[config.mk]
export PLATFORM = sky130hd
export DESIGN_NAME = cam_generation_trigger_core
export DESIGN_NICKNAME = d
export VERILOG_FILES = /design/src/hw/rtl/cgt_pkg.sv /design/src/hw/rtl/cam_generation_trigger_core.sv /design/src/hw/rtl/cgt_cfg_regs.sv /design/src/hw/rtl/cgt_decide.sv
export SDC_FILE = /design/constraint.sdc
export NUM_CORES = 1
export LEC_CHECK = 0
export ABC_CLOCK_PERIOD_IN_PS = 13100
export BUFFER_PORTS_ARGS = -buffer_cell sky130_fd_sc_hd__buf_2
export CAP_MARGIN = 0
export CORE_UTILIZATION = 40
export DETAILED_ROUTE_END_ITERATION = 16
export PLACE_DENSITY_LB_ADDON = 0.05
export SYNTH_ARGS = -nofsm -noshare
export SYNTH_HDL_FRONTEND = slang
export SYNTH_SLANG_ARGS = --single-unit
export TNS_END_PERCENT = 20
[constraint.sdc]
create_clock -name clk -period 13.1 [get_ports clk]
set_input_delay 1.31 -clock clk [delete_from_list [all_inputs] [get_ports clk]]
set_output_delay 1.31 -clock clk [all_outputs]
set_load 0.03 [all_outputs]
[src/hw/rtl/cgt_pkg.sv]
// cgt_pkg: shared types, codes and reset values for the awareness message
// generation trigger. Used by every module under hw/rtl; depends on nothing.
`default_nettype none

package cgt_pkg;

    localparam int CAUSE_W = 3;
    localparam int CFG_INDEX_W = 3;
    localparam int CFG_DATA_W = 16;

    localparam logic [CAUSE_W-1:0] CAUSE_NONE     = 3'd0;
    localparam logic [CAUSE_W-1:0] CAUSE_FIRST    = 3'd1;
    localparam logic [CAUSE_W-1:0] CAUSE_HEADING  = 3'd2;
    localparam logic [CAUSE_W-1:0] CAUSE_DISTANCE = 3'd3;
    localparam logic [CAUSE_W-1:0] CAUSE_SPEED    = 3'd4;
    localparam logic [CAUSE_W-1:0] CAUSE_ELAPSED  = 3'd5;
    localparam logic [CAUSE_W-1:0] CAUSE_ROADSIDE = 3'd6;

    localparam logic [CFG_INDEX_W-1:0] REG_VEHICLE_MODE    = 3'd0;
    localparam logic [CFG_INDEX_W-1:0] REG_ROADSIDE_PERIOD = 3'd1;
    localparam logic [CFG_INDEX_W-1:0] REG_INTERVAL_MIN    = 3'd2;
    localparam logic [CFG_INDEX_W-1:0] REG_INTERVAL_MAX    = 3'd3;
    localparam logic [CFG_INDEX_W-1:0] REG_HEADING_THR     = 3'd4;
    localparam logic [CFG_INDEX_W-1:0] REG_DISTANCE_THR    = 3'd5;
    localparam logic [CFG_INDEX_W-1:0] REG_SPEED_THR       = 3'd6;
    localparam logic [CFG_INDEX_W-1:0] REG_REPEAT_LIMIT    = 3'd7;

    localparam logic [15:0] RST_ROADSIDE_PERIOD = 16'd1000;
    localparam logic [15:0] RST_INTERVAL_MIN    = 16'd100;
    localparam logic [15:0] RST_INTERVAL_MAX    = 16'd1000;
    localparam logic [10:0] RST_HEADING_THR     = 11'd40;
    localparam logic [15:0] RST_DISTANCE_THR    = 16'd400;
    localparam logic [13:0] RST_SPEED_THR       = 14'd50;
    localparam logic [2:0]  RST_REPEAT_LIMIT    = 3'd3;

    localparam logic [31:0] CONTAINER_GAP_MS = 32'd500;
    localparam logic signed [13:0] HALF_TURN = 14'sd1800;
    localparam logic signed [13:0] FULL_TURN = 14'sd3600;

    typedef struct packed {
        logic        vehicle_mode;
        logic [15:0] roadside_period_ms;
        logic [15:0] interval_min_ms;
        logic [15:0] interval_max_ms;
        logic [10:0] heading_threshold;
        logic [15:0] distance_threshold;
        logic [13:0] speed_threshold;
        logic [2:0]  repeat_limit;
    } cfg_t;

    typedef struct packed {
        logic [31:0] now_ms;
        logic [11:0] heading;
        logic [31:0] travelled_cm;
        logic [13:0] speed;
        logic        tx_ok;
        logic        low_freq_avail;
        logic        special_avail;
    } item_t;

    typedef struct packed {
        logic        generate_res;
        logic [CAUSE_W-1:0] cause;
        logic        with_low_freq;
        logic        with_special;
        logic [15:0] current_interval_ms;
    } result_t;

    typedef struct packed {
        logic        started;
        logic [31:0] last_gen_time;
        logic [11:0] prev_heading;
        logic [31:0] prev_distance;
        logic [13:0] prev_speed;
        logic [15:0] gen_interval;
        logic [2:0]  repeat_count;
        logic        dynamic_active;
        logic [31:0] last_low_freq_time;
        logic        low_freq_sent;
        logic [31:0] last_special_time;
        logic        special_sent;
    } state_t;

endpackage

`default_nettype wire

[src/hw/rtl/cam_generation_trigger_core.sv]
// cam_generation_trigger_core: top level of the awareness message generation
// trigger: input register, decision logic, state and result register.
// Depends on cgt_pkg, cgt_cfg_regs and cgt_decide.
//
//  Channel  Direction  Handshake             Payload
//  in       sink       in_valid / in_stall   now_ms, heading, travelled_cm, speed,
//                                            tx_ok, low_freq_avail, special_avail
//  out      source     out_valid / out_stall generate_res, cause, with_low_freq,
//                                            with_special, current_interval_ms
//  cfg      sink       cfg_valid / cfg_ready cfg_index, cfg_data
//
//  One tick per cycle while out_stall is low; input then result register.
//  Ticks are decided in the cycle they leave the input register, against state
//  written by the previous tick, so consecutive ticks never wait on each other.
//  An output stall holds the result register and, through it, the input register.
//  Reset clears state except gen_interval, loads cfg defaults; no clearing pass.
`default_nettype none

module cam_generation_trigger_core (
    input  wire logic                            clk,
    input  wire logic                            rst_n,

    input  wire logic                            in_valid,
    output logic                                 in_stall,
    input  wire logic [31:0]                     now_ms,
    input  wire logic [11:0]                     heading,
    input  wire logic [31:0]                     travelled_cm,
    input  wire logic [13:0]                     speed,
    input  wire logic                            tx_ok,
    input  wire logic                            low_freq_avail,
    input  wire logic                            special_avail,

    output logic                                 out_valid,
    input  wire logic                            out_stall,
    output logic                                 generate_res,
    output logic [cgt_pkg::CAUSE_W-1:0]          cause,
    output logic                                 with_low_freq,
    output logic                                 with_special,
    output logic [15:0]                          current_interval_ms,

    input  wire logic                            cfg_valid,
    output logic                                 cfg_ready,
    input  wire logic [cgt_pkg::CFG_INDEX_W-1:0] cfg_index,
    input  wire logic [cgt_pkg::CFG_DATA_W-1:0]  cfg_data
);

    cgt_pkg::cfg_t    cfg;
    cgt_pkg::item_t   item_reg;
    logic             item_valid_reg;
    cgt_pkg::state_t  st_reg;
    cgt_pkg::state_t  st_next;
    cgt_pkg::result_t res_next;
    cgt_pkg::result_t res_reg;
    logic             res_valid_reg;
    logic             out_adv;
    logic             item_adv;
    logic             in_xfer;

    cgt_cfg_regs u_cfg (
        .clk       (clk),
        .rst_n     (rst_n),
        .cfg_valid (cfg_valid),
        .cfg_ready (cfg_ready),
        .cfg_index (cfg_index),
        .cfg_data  (cfg_data),
        .cfg       (cfg)
    );

    cgt_decide u_decide (
        .cfg     (cfg),
        .item    (item_reg),
        .st      (st_reg),
        .st_next (st_next),
        .res     (res_next)
    );

    assign out_adv  = !res_valid_reg || !out_stall;
    assign item_adv = item_valid_reg && out_adv;
    assign in_stall = item_valid_reg && !out_adv;
    assign in_xfer  = in_valid && !in_stall;

    always_ff @(posedge clk or negedge rst_n)
    begin
        if (!rst_n)
        begin
            item_valid_reg <= 1'b0;
            res_valid_reg  <= 1'b0;
            st_reg         <= '{gen_interval: cgt_pkg::RST_INTERVAL_MAX, default: '0};
        end
        else
        begin
            if (in_xfer)
                item_valid_reg <= 1'b1;
            else if (item_adv)
                item_valid_reg <= 1'b0;

            if (out_adv)
                res_valid_reg <= item_valid_reg;

            if (item_adv)
                st_reg <= st_next;
        end
    end

    always_ff @(posedge clk)
    begin
        if (in_xfer)
        begin
            item_reg.now_ms         <= now_ms;
            item_reg.heading        <= heading;
            item_reg.travelled_cm   <= travelled_cm;
            item_reg.speed          <= speed;
            item_reg.tx_ok          <= tx_ok;
            item_reg.low_freq_avail <= low_freq_avail;
            item_reg.special_avail  <= special_avail;
        end
        if (item_adv)
            res_reg <= res_next;
    end

    assign out_valid           = res_valid_reg;
    assign generate_res        = res_reg.generate_res;
    assign cause               = res_reg.cause;
    assign with_low_freq       = res_reg.with_low_freq;
    assign with_special        = res_reg.with_special;
    assign current_interval_ms = res_reg.current_interval_ms;

endmodule

`default_nettype wire

[src/hw/rtl/cgt_cfg_regs.sv]
// cgt_cfg_regs: configuration register file written over the cfg channel.
// Depends on cgt_pkg.
`default_nettype none

module cgt_cfg_regs (
    input  wire logic                           clk,
    input  wire logic                           rst_n,
    input  wire logic                           cfg_valid,
    output logic                                cfg_ready,
    input  wire logic [cgt_pkg::CFG_INDEX_W-1:0] cfg_index,
    input  wire logic [cgt_pkg::CFG_DATA_W-1:0]  cfg_data,
    output cgt_pkg::cfg_t                       cfg
);

    cgt_pkg::cfg_t cfg_reg;
    cgt_pkg::cfg_t cfg_next;

    assign cfg_ready = 1'b1;
    assign cfg = cfg_reg;

    always_comb
    begin
        cfg_next = cfg_reg;
        if (cfg_valid)
        begin
            unique case (cfg_index)
                cgt_pkg::REG_VEHICLE_MODE:    cfg_next.vehicle_mode       = cfg_data[0];
                cgt_pkg::REG_ROADSIDE_PERIOD: cfg_next.roadside_period_ms = cfg_data;
                cgt_pkg::REG_INTERVAL_MIN:    cfg_next.interval_min_ms    = cfg_data;
                cgt_pkg::REG_INTERVAL_MAX:    cfg_next.interval_max_ms    = cfg_data;
                cgt_pkg::REG_HEADING_THR:     cfg_next.heading_threshold  = cfg_data[10:0];
                cgt_pkg::REG_DISTANCE_THR:    cfg_next.distance_threshold = cfg_data;
                cgt_pkg::REG_SPEED_THR:       cfg_next.speed_threshold    = cfg_data[13:0];
                cgt_pkg::REG_REPEAT_LIMIT:    cfg_next.repeat_limit       = cfg_data[2:0];
                default:                      cfg_next = cfg_reg;
            endcase
        end
    end

    always_ff @(posedge clk or negedge rst_n)
    begin
        if (!rst_n)
        begin
            cfg_reg.vehicle_mode       <= 1'b1;
            cfg_reg.roadside_period_ms <= cgt_pkg::RST_ROADSIDE_PERIOD;
            cfg_reg.interval_min_ms    <= cgt_pkg::RST_INTERVAL_MIN;
            cfg_reg.interval_max_ms    <= cgt_pkg::RST_INTERVAL_MAX;
            cfg_reg.heading_threshold  <= cgt_pkg::RST_HEADING_THR;
            cfg_reg.distance_threshold <= cgt_pkg::RST_DISTANCE_THR;
            cfg_reg.speed_threshold    <= cgt_pkg::RST_SPEED_THR;
            cfg_reg.repeat_limit       <= cgt_pkg::RST_REPEAT_LIMIT;
        end
        else
        begin
            cfg_reg <= cfg_next;
        end
    end

endmodule

`default_nettype wire

[src/hw/rtl/cgt_decide.sv]
// cgt_decide: combinational trigger decision and next state for one tick.
// Depends on cgt_pkg.
`default_nettype none

module cgt_decide (
    input  wire cgt_pkg::cfg_t   cfg,
    input  wire cgt_pkg::item_t  item,
    input  wire cgt_pkg::state_t st,
    output cgt_pkg::state_t      st_next,
    output cgt_pkg::result_t     res
);

    localparam int CAUSE_W_L = cgt_pkg::CAUSE_W;

    logic [31:0] elapsed;
    logic signed [13:0] hd;
    logic signed [13:0] hd_wrap;
    logic [12:0] hmag;
    logic [31:0] dd;
    logic [31:0] dmag;
    logic [13:0] sdiff;
    logic [CAUSE_W_L-1:0] cause;
    logic [31:0] clamp_lo;
    logic [15:0] clamp_val;
    logic [2:0]  rc_inc;
    logic        gen;
    logic        lf_ok;
    logic        sp_ok;

    always_comb
    begin
        elapsed = item.now_ms - st.last_gen_time;

        hd = $signed({2'b00, item.heading}) - $signed({2'b00, st.prev_heading});
        if (hd > cgt_pkg::HALF_TURN)
            hd_wrap = hd - cgt_pkg::FULL_TURN;
        else if (hd < -cgt_pkg::HALF_TURN)
            hd_wrap = hd + cgt_pkg::FULL_TURN;
        else
            hd_wrap = hd;
        hmag = hd_wrap[13] ? 13'(-hd_wrap) : hd_wrap[12:0];

        dd = item.travelled_cm - st.prev_distance;
        dmag = dd[31] ? (32'd0 - dd) : dd;

        sdiff = (item.speed >= st.prev_speed) ? (item.speed - st.prev_speed)
                                               : (st.prev_speed - item.speed);

        priority if (!st.started)
            cause = cgt_pkg::CAUSE_FIRST;
        else if (!cfg.vehicle_mode)
            cause = (elapsed >= {16'd0, cfg.roadside_period_ms}) ? cgt_pkg::CAUSE_ROADSIDE
                                                               : cgt_pkg::CAUSE_NONE;
        else if (hmag > {2'b00, cfg.heading_threshold})
            cause = cgt_pkg::CAUSE_HEADING;
        else if (dmag > {16'd0, cfg.distance_threshold})
            cause = cgt_pkg::CAUSE_DISTANCE;
        else if (sdiff > cfg.speed_threshold)
            cause = cgt_pkg::CAUSE_SPEED;
        else if (elapsed >= {16'd0, st.gen_interval})
            cause = cgt_pkg::CAUSE_ELAPSED;
        else
            cause = cgt_pkg::CAUSE_NONE;

        gen = (cause != cgt_pkg::CAUSE_NONE) && item.tx_ok;

        // min clamp first, max wins on overlap
        clamp_lo = (elapsed < {16'd0, cfg.interval_min_ms}) ? {16'd0, cfg.interval_min_ms}
                                                            : elapsed;
        clamp_val = (clamp_lo > {16'd0, cfg.interval_max_ms}) ? cfg.interval_max_ms
                                                              : clamp_lo[15:0];
        rc_inc = st.repeat_count + 3'd1;

        lf_ok = item.low_freq_avail && (!st.low_freq_sent ||
                (item.now_ms - st.last_low_freq_time) >= cgt_pkg::CONTAINER_GAP_MS);
        sp_ok = item.special_avail && (!st.special_sent ||
                (item.now_ms - st.last_special_time) >= cgt_pkg::CONTAINER_GAP_MS);

        st_next = st;
        if (gen)
        begin
            if (cause == cgt_pkg::CAUSE_HEADING || cause == cgt_pkg::CAUSE_DISTANCE ||
                cause == cgt_pkg::CAUSE_SPEED)
            begin
                st_next.repeat_count   = 3'd1;
                st_next.dynamic_active = 1'b1;
                st_next.gen_interval   = clamp_val;
            end
            else if (cause == cgt_pkg::CAUSE_ELAPSED && st.dynamic_active)
            begin
                if (rc_inc >= cfg.repeat_limit)
                begin
                    st_next.repeat_count   = 3'd0;
                    st_next.dynamic_active = 1'b0;
                    st_next.gen_interval   = cfg.interval_max_ms;
                end
                else
                begin
                    st_next.repeat_count = rc_inc;
                end
            end
            if (lf_ok)
            begin
                st_next.last_low_freq_time = item.now_ms;
                st_next.low_freq_sent      = 1'b1;
            end
            if (sp_ok)
            begin
                st_next.last_special_time = item.now_ms;
                st_next.special_sent      = 1'b1;
            end
            st_next.started       = 1'b1;
            st_next.last_gen_time = item.now_ms;
            st_next.prev_heading  = item.heading;
            st_next.prev_distance = item.travelled_cm;
            st_next.prev_speed    = item.speed;
        end

        res.generate_res        = gen;
        res.cause               = gen ? cause : cgt_pkg::CAUSE_NONE;
        res.with_low_freq       = gen && lf_ok;
        res.with_special        = gen && sp_ok;
        res.current_interval_ms = cfg.vehicle_mode ? st_next.gen_interval
                                                   : cfg.roadside_period_ms;
    end

endmodule

`default_nettype wire

==> Word-level counts from Yosys, hierarchy flattened <==
Cells that the tools add are included.
{ "totals": {"regBits": 387, "inputBits": 117, "out_inout_bits": 25, "word_cells": 133} }
{ "op_classes": {"n_addsub": 12, "magnitude_cmp": 13, "n_eq_ne": 11, "n_mux": 25, "n_reduce_logical": 38} }
{ "op_table": {"columns": ["operator", "n"], "rows": [
  ["32-bit subtractor", 4],
  ["86-bit 2-to-1 mux", 1],
  ["33-bit 2-to-1 mux", 2],
  ["32-bit by 16-bit >= comparator with 1-bit output", 2],
  ["32-bit by 9-bit >= comparator with 1-bit output (second input constant)", 2],
  ["32-bit by 16-bit > comparator with 1-bit output", 2],
  ["32-bit 2-to-1 mux", 2],
  ["16-bit 2-to-1 mux", 3],
  ["14-bit 2-to-1 mux", 3],
  ["20-bit 2-to-1 mux", 2],
  ["32-bit by 16-bit < comparator with 1-bit output", 1],
  ["1-bit by 32-bit subtractor with 32-bit output (first input constant)", 1],
  ["14-bit subtractor", 2],
  ["3-bit 2-to-1 mux", 8],
  ["3-bit == test (second input constant)", 6],
  ["2-bit AND reduction", 9],
  ["14-bit by 13-bit adder with 14-bit output (second input constant)", 1],
  ["14-bit >= comparator", 1],
  ["14-bit by 12-bit > comparator with 1-bit output (second input constant)", 1],
  ["14-bit > comparator", 1],
  ["14-bit by 12-bit < comparator with 1-bit output (second input constant)", 1],
  ["14-bit by 13-bit subtractor with 14-bit output (second input constant)", 1],
  ["13-bit by 11-bit > comparator with 1-bit output", 1],
  ["13-bit 2-to-1 mux", 1],
  ["15 further kinds", 41]
]} }

==> Logic depth before layout (Yosys ltp) <==
{ "logic_depth": {"ltp_word": 16, "depth_mapped": 36, "mapped_depth_nobuf": 33} }

==> Cells and area by module <==
A second synthesis with hierarchy kept.
{ "unflattened": {"cells_unflattened": 3191, "area_unflattened_um2": 30349.1} }
{ "modules_own_cells": {"columns": ["module", "instances", "cells_each", "area_each_um2"], "rows": [
  ["cgt_decide", 1, 2488, 16439.5],
  ["cam_generation_trigger_core", 1, 496, 10122.2],
  ["cgt_cfg_regs", 1, 207, 3787.4]
]} }

==> Worst setup path before layout <==
No wires, ideal clock.
{ "synth_timing": {"path_kind": "reg-to-reg", "from": "register item_reg[26] (netlist name)", "to": "register res_reg, in the netlist current_interval_ms[5] (data pin)", "setup_ps": 256, "t_arrival_ps": 6781, "slack_ps": 6063, "path_stages_with_launch": 33, "n_path_buf": 7, "synth_period_minus_slack_ps": 7037, "cell_sequence": "edfxtp_1 > ha_1 > buf_2 > nand4_1 > or4_1 > a21oi_1 > o211ai_1 > a21oi_1 > o211a_1 > buf_2 > clkbuf_1 > clkbuf_1 > clkbuf_1 > nor2_1 > xnor2_1 > ha_1 > a21oi_1 > nor2b_1 > o21ai_0 > a21boi_0 > o21ai_0 > nand2b_1 > a211oi_1 > o22ai_1 > or4_1 > nor3_1 > and2_1 > buf_4 > o2111ai_1 > a21boi_1 > clkbuf_1 > o211ai_1 > o211a_1"} }
{ "synth_rtl": {"columns": ["item", "line_no", "rtl"], "rows": [
  ["start: declaration", "cam_generation_trigger_core.sv:48", "cgt_pkg::item_t item_reg;"],
  ["end signal: assignment", "cam_generation_trigger_core.sv:118", "res_reg <= res_next;"],
  ["end: declaration", "cam_generation_trigger_core.sv:53", "cgt_pkg::result_t res_reg;"]
]} }

==> flow_summary_export.csv <==
group,metric,value,unit
setup_path,crit_family,"compound AO/OA/AOI/OAI gates",
clock_tree,numCtsBuffers,47,
drt,via_per_inst,5.58,
clock_tree,insertion_delay,0.61,ns
drt,wl,79200,microns
clock_tree,clock_path_buffers,3,
yosys,synth_seq_area_share,35.9,%
timing,finalSetupViolCount,0,
final_layout,multiInputGateArea,0.0167,sq mm
placed_design,dp_hpwl,59600,microns
timing,slew_headroom,17.4,%
global_routing,gr-usage-all-layers,21.7,%
yosys,synth_cells,3037,
timing,worst_pin_slew,1.22,ns
power_and_ir_drop,peakVddDrop,0.113,mV
placed_design,place.gp.congestion,0.874,
setup_path,cpMaxStageDelayCell,"a2111oi_1",
final_layout,areaGrowthSynthToFinish,11.0,%
final_layout,drive_gt1_share,14.5,%
timing,rsz0062_at_grt,"false",
global_routing,grt_pass1_vias,22600,
clock_tree,cts_tree,"done",
power_and_ir_drop,cellLeakagePower,14.3,nW
yosys,yosysMostFrequentCell,"inv_1",
drt,wire_per_inst,19.2,microns
placed_design,post-place-ws,4.01,ns
power_and_ir_drop,clockPowerShare,20.8,%
yosys,synth_top_area_share,20.9,%
timing,fmax,0.110,GHz
setup_path,path_buf_inv,4,
job,maxCapViolations,0,
drt,dr.pass1.iters,7,
timing,layout_setup_ws,4.05,ns
global_routing,overflow,0,
die,rows,97,
power_and_ir_drop,finalPower,6.38,mW
drt,detail-route-antenna-nets,0,
clock_tree,postCtsResizedCells,0,
placed_design,port_buffers,140,
clock_tree,cts_root_buf,"clkbuf_16",
die,die_h,270,microns
timing,drv_slew,0,
yosys,synthTopCellsByArea,"dfrtp_1 (21%), ha_1 (12%), edfxtp_1 (12%)",
power_and_ir_drop,p_sw_share,42.3,%
final_layout,largest_reg_flops,177,
setup_path,start_kind,"flop",
drt,drc,0,
clock_tree,cts_num_sinks,387,
setup_path,critical_path.endpoint_type,"flop",
yosys,synth_common_cells,"inv_1 (348), ha_1 (277), dfrtp_1 (240)",
timing,fin_crit,9.05,ns
yosys,synth_nets,3438,
die,core_area,0.0705,sq mm
yosys,synth-edff-count,115,
global_routing,grt_max_degree,70,
final_layout,diodes,0,
setup_path,cp.required,13.58,ns
yosys,async_flop_share,70.3,%
setup_path,path_class,"flop to flop",
die,dieArea,0.0728,sq mm
clock_tree,h-tree-depth,2,
yosys,synth_warnings,0,
clock_tree,cts_hold_buf,0,
global_routing,antenna_found_initial,2,
power_and_ir_drop,internal_power,3.68,mW
yosys,yosys_register_bits,387,
drt,drt_iter0_markers,1656,
power_and_ir_drop,switchingPower,2.70,mW
die,ios,142,
final_layout,regArea,0.0103,sq mm
setup_path,path_max_fanout,69,
worst_hold_path,min_path_type,"flop to flop",
yosys,ys_types,107,
power_and_ir_drop,combPwrFrac,53.4,%
yosys,syn_area,0.0287,sq mm
die,die_w,270,microns
timing,skew,0.0220,ns
power_and_ir_drop,pwr-share-seq,25.8,%
die,start_util,40.7,%
yosys,syn_area_per_cell,9.45,sq um
power_and_ir_drop,power_density,200,mW/mm^2
final_layout,num-nets-final,3538,
drt,vias,23000,
setup_path,max_stage_delay,0.89,ns
timing,finalCritPeriodShare,69.1,%
setup_path,crit_arrival,9.53,ns
timing,finalHoldViolations,0,
final_layout,nFillCells,6811,
timing,finalSetupTns,0,ns
yosys,ys.flop_type,"dfrtp_1",
global_routing,grt_pass1_wl,127000,microns
run_status,outcome,"complete, no violations",
yosys,yosys.area.top_type,"dfrtp_1",
clock_tree,postCtsSetupRepairBufs,0,
clock_tree,path_clk_slew,0.06,ns
==> path summary, 6_finish.rpt <==
path                        startpoint           to  slack [ns]  cells after the start
setup / recovery           st_reg[132]  st_reg[105]        4.05                     31
hold / removal              st_reg[33]   st_reg[33]        0.48                      1
min in group asynchronous        rst_n  st_reg[111]        0.64                      1
setup reg to reg           st_reg[132]  st_reg[105]        4.05                     31
max in group asynchronous        rst_n   st_reg[10]       10.24                      3
hold reg to reg             st_reg[33]   st_reg[33]        0.48                      1
==> cells by family after synthesis <==
kind of cell | after synthesis | synth area share, %
compound gates | 849 | 20.2
simple gates | 715 | 12.9
buf+inv | 457 | 6.13
flops | 387 | 35.9
fa+ha+maj | 284 | 12.6
mux | 229 | 8.84
xor+xnor | 115 | 3.51
other cells | 1 | 0.0131
==> through the flow <==
stage          hold WS (ns)  cell area [sq um]  std cells  utilization [%]
5_1_grt               0.483              31900       4116             45.2
6_report              0.476              31900       4116             45.2
4_1_cts               0.472              31900       4116             45.2
3_3_place_gp          0.449              30300       4028             43.0
2_1_floorplan         0.434              28700       3037                -
3_5_place_dp          0.459              30300       4028             43.0
==> per-layer routing <==
layer | vias to the layer above | wire (microns) | track usage, %
met3 | 87 | 4030 | 2.92
met4 | 0 | 1820 | 5.59
met2 | 485 | 34500 | 33.5
li1 | 11300 | - | -
met1 | 11100 | 38900 | 31.6
met5 | - | 0 | 0
==> power groups by stage <==
stage | Combinational (mW) | Sequential (mW) | Clock (mW)
finish | 3.41 | 1.64 | 1.33
global route | 3.84 | 1.68 | 1.42
CTS | 3.41 | 1.65 | 1.37
detailed placement | 3.39 | 1.67 | 0
global placement | 3.33 | 1.66 | 0
floorplan | 2.54 | 1.65 | 0
==> cells in the final DEF (no fill, tap or decap), types with 15 or more instances in the layout <==
cell type and n:
dfstp_2 32, a21oi_1 172, o21bai_1 20, mux2_2 151, xor2_1 38, and3_1 17, o21ai_1 15, o211ai_1 39
o21a_1 46, a211oi_1 26, o211a_1 43, nor2_1 152, buf_4 19, and2_1 22, nand4_1 41, a21o_1 80
buf_2 139, dfrtp_1 240, nand3_1 49, mux2i_1 33, xnor2_1 77, inv_1 348, ha_1 277, o21ai_0 183
nand2_1 186, nor4_1 22, edfxtp_1 115, nor2b_1 36, nand2b_1 45, nor3_1 50, clkbuf_16 48, a31oi_1 40
mux2_1 45
==> cell type report <==
type	count	area share [%]
Clock buffer	57	3.88
Inverter	349	4.11
Sequential cell	387	32.3
Timing Repair Buffer	159	2.68
Multi-Input combinational cell	2193	52.4
Tap cell	940	3.69
Clock inverter	31	0.958
Power figures use the tool's default switching activity.
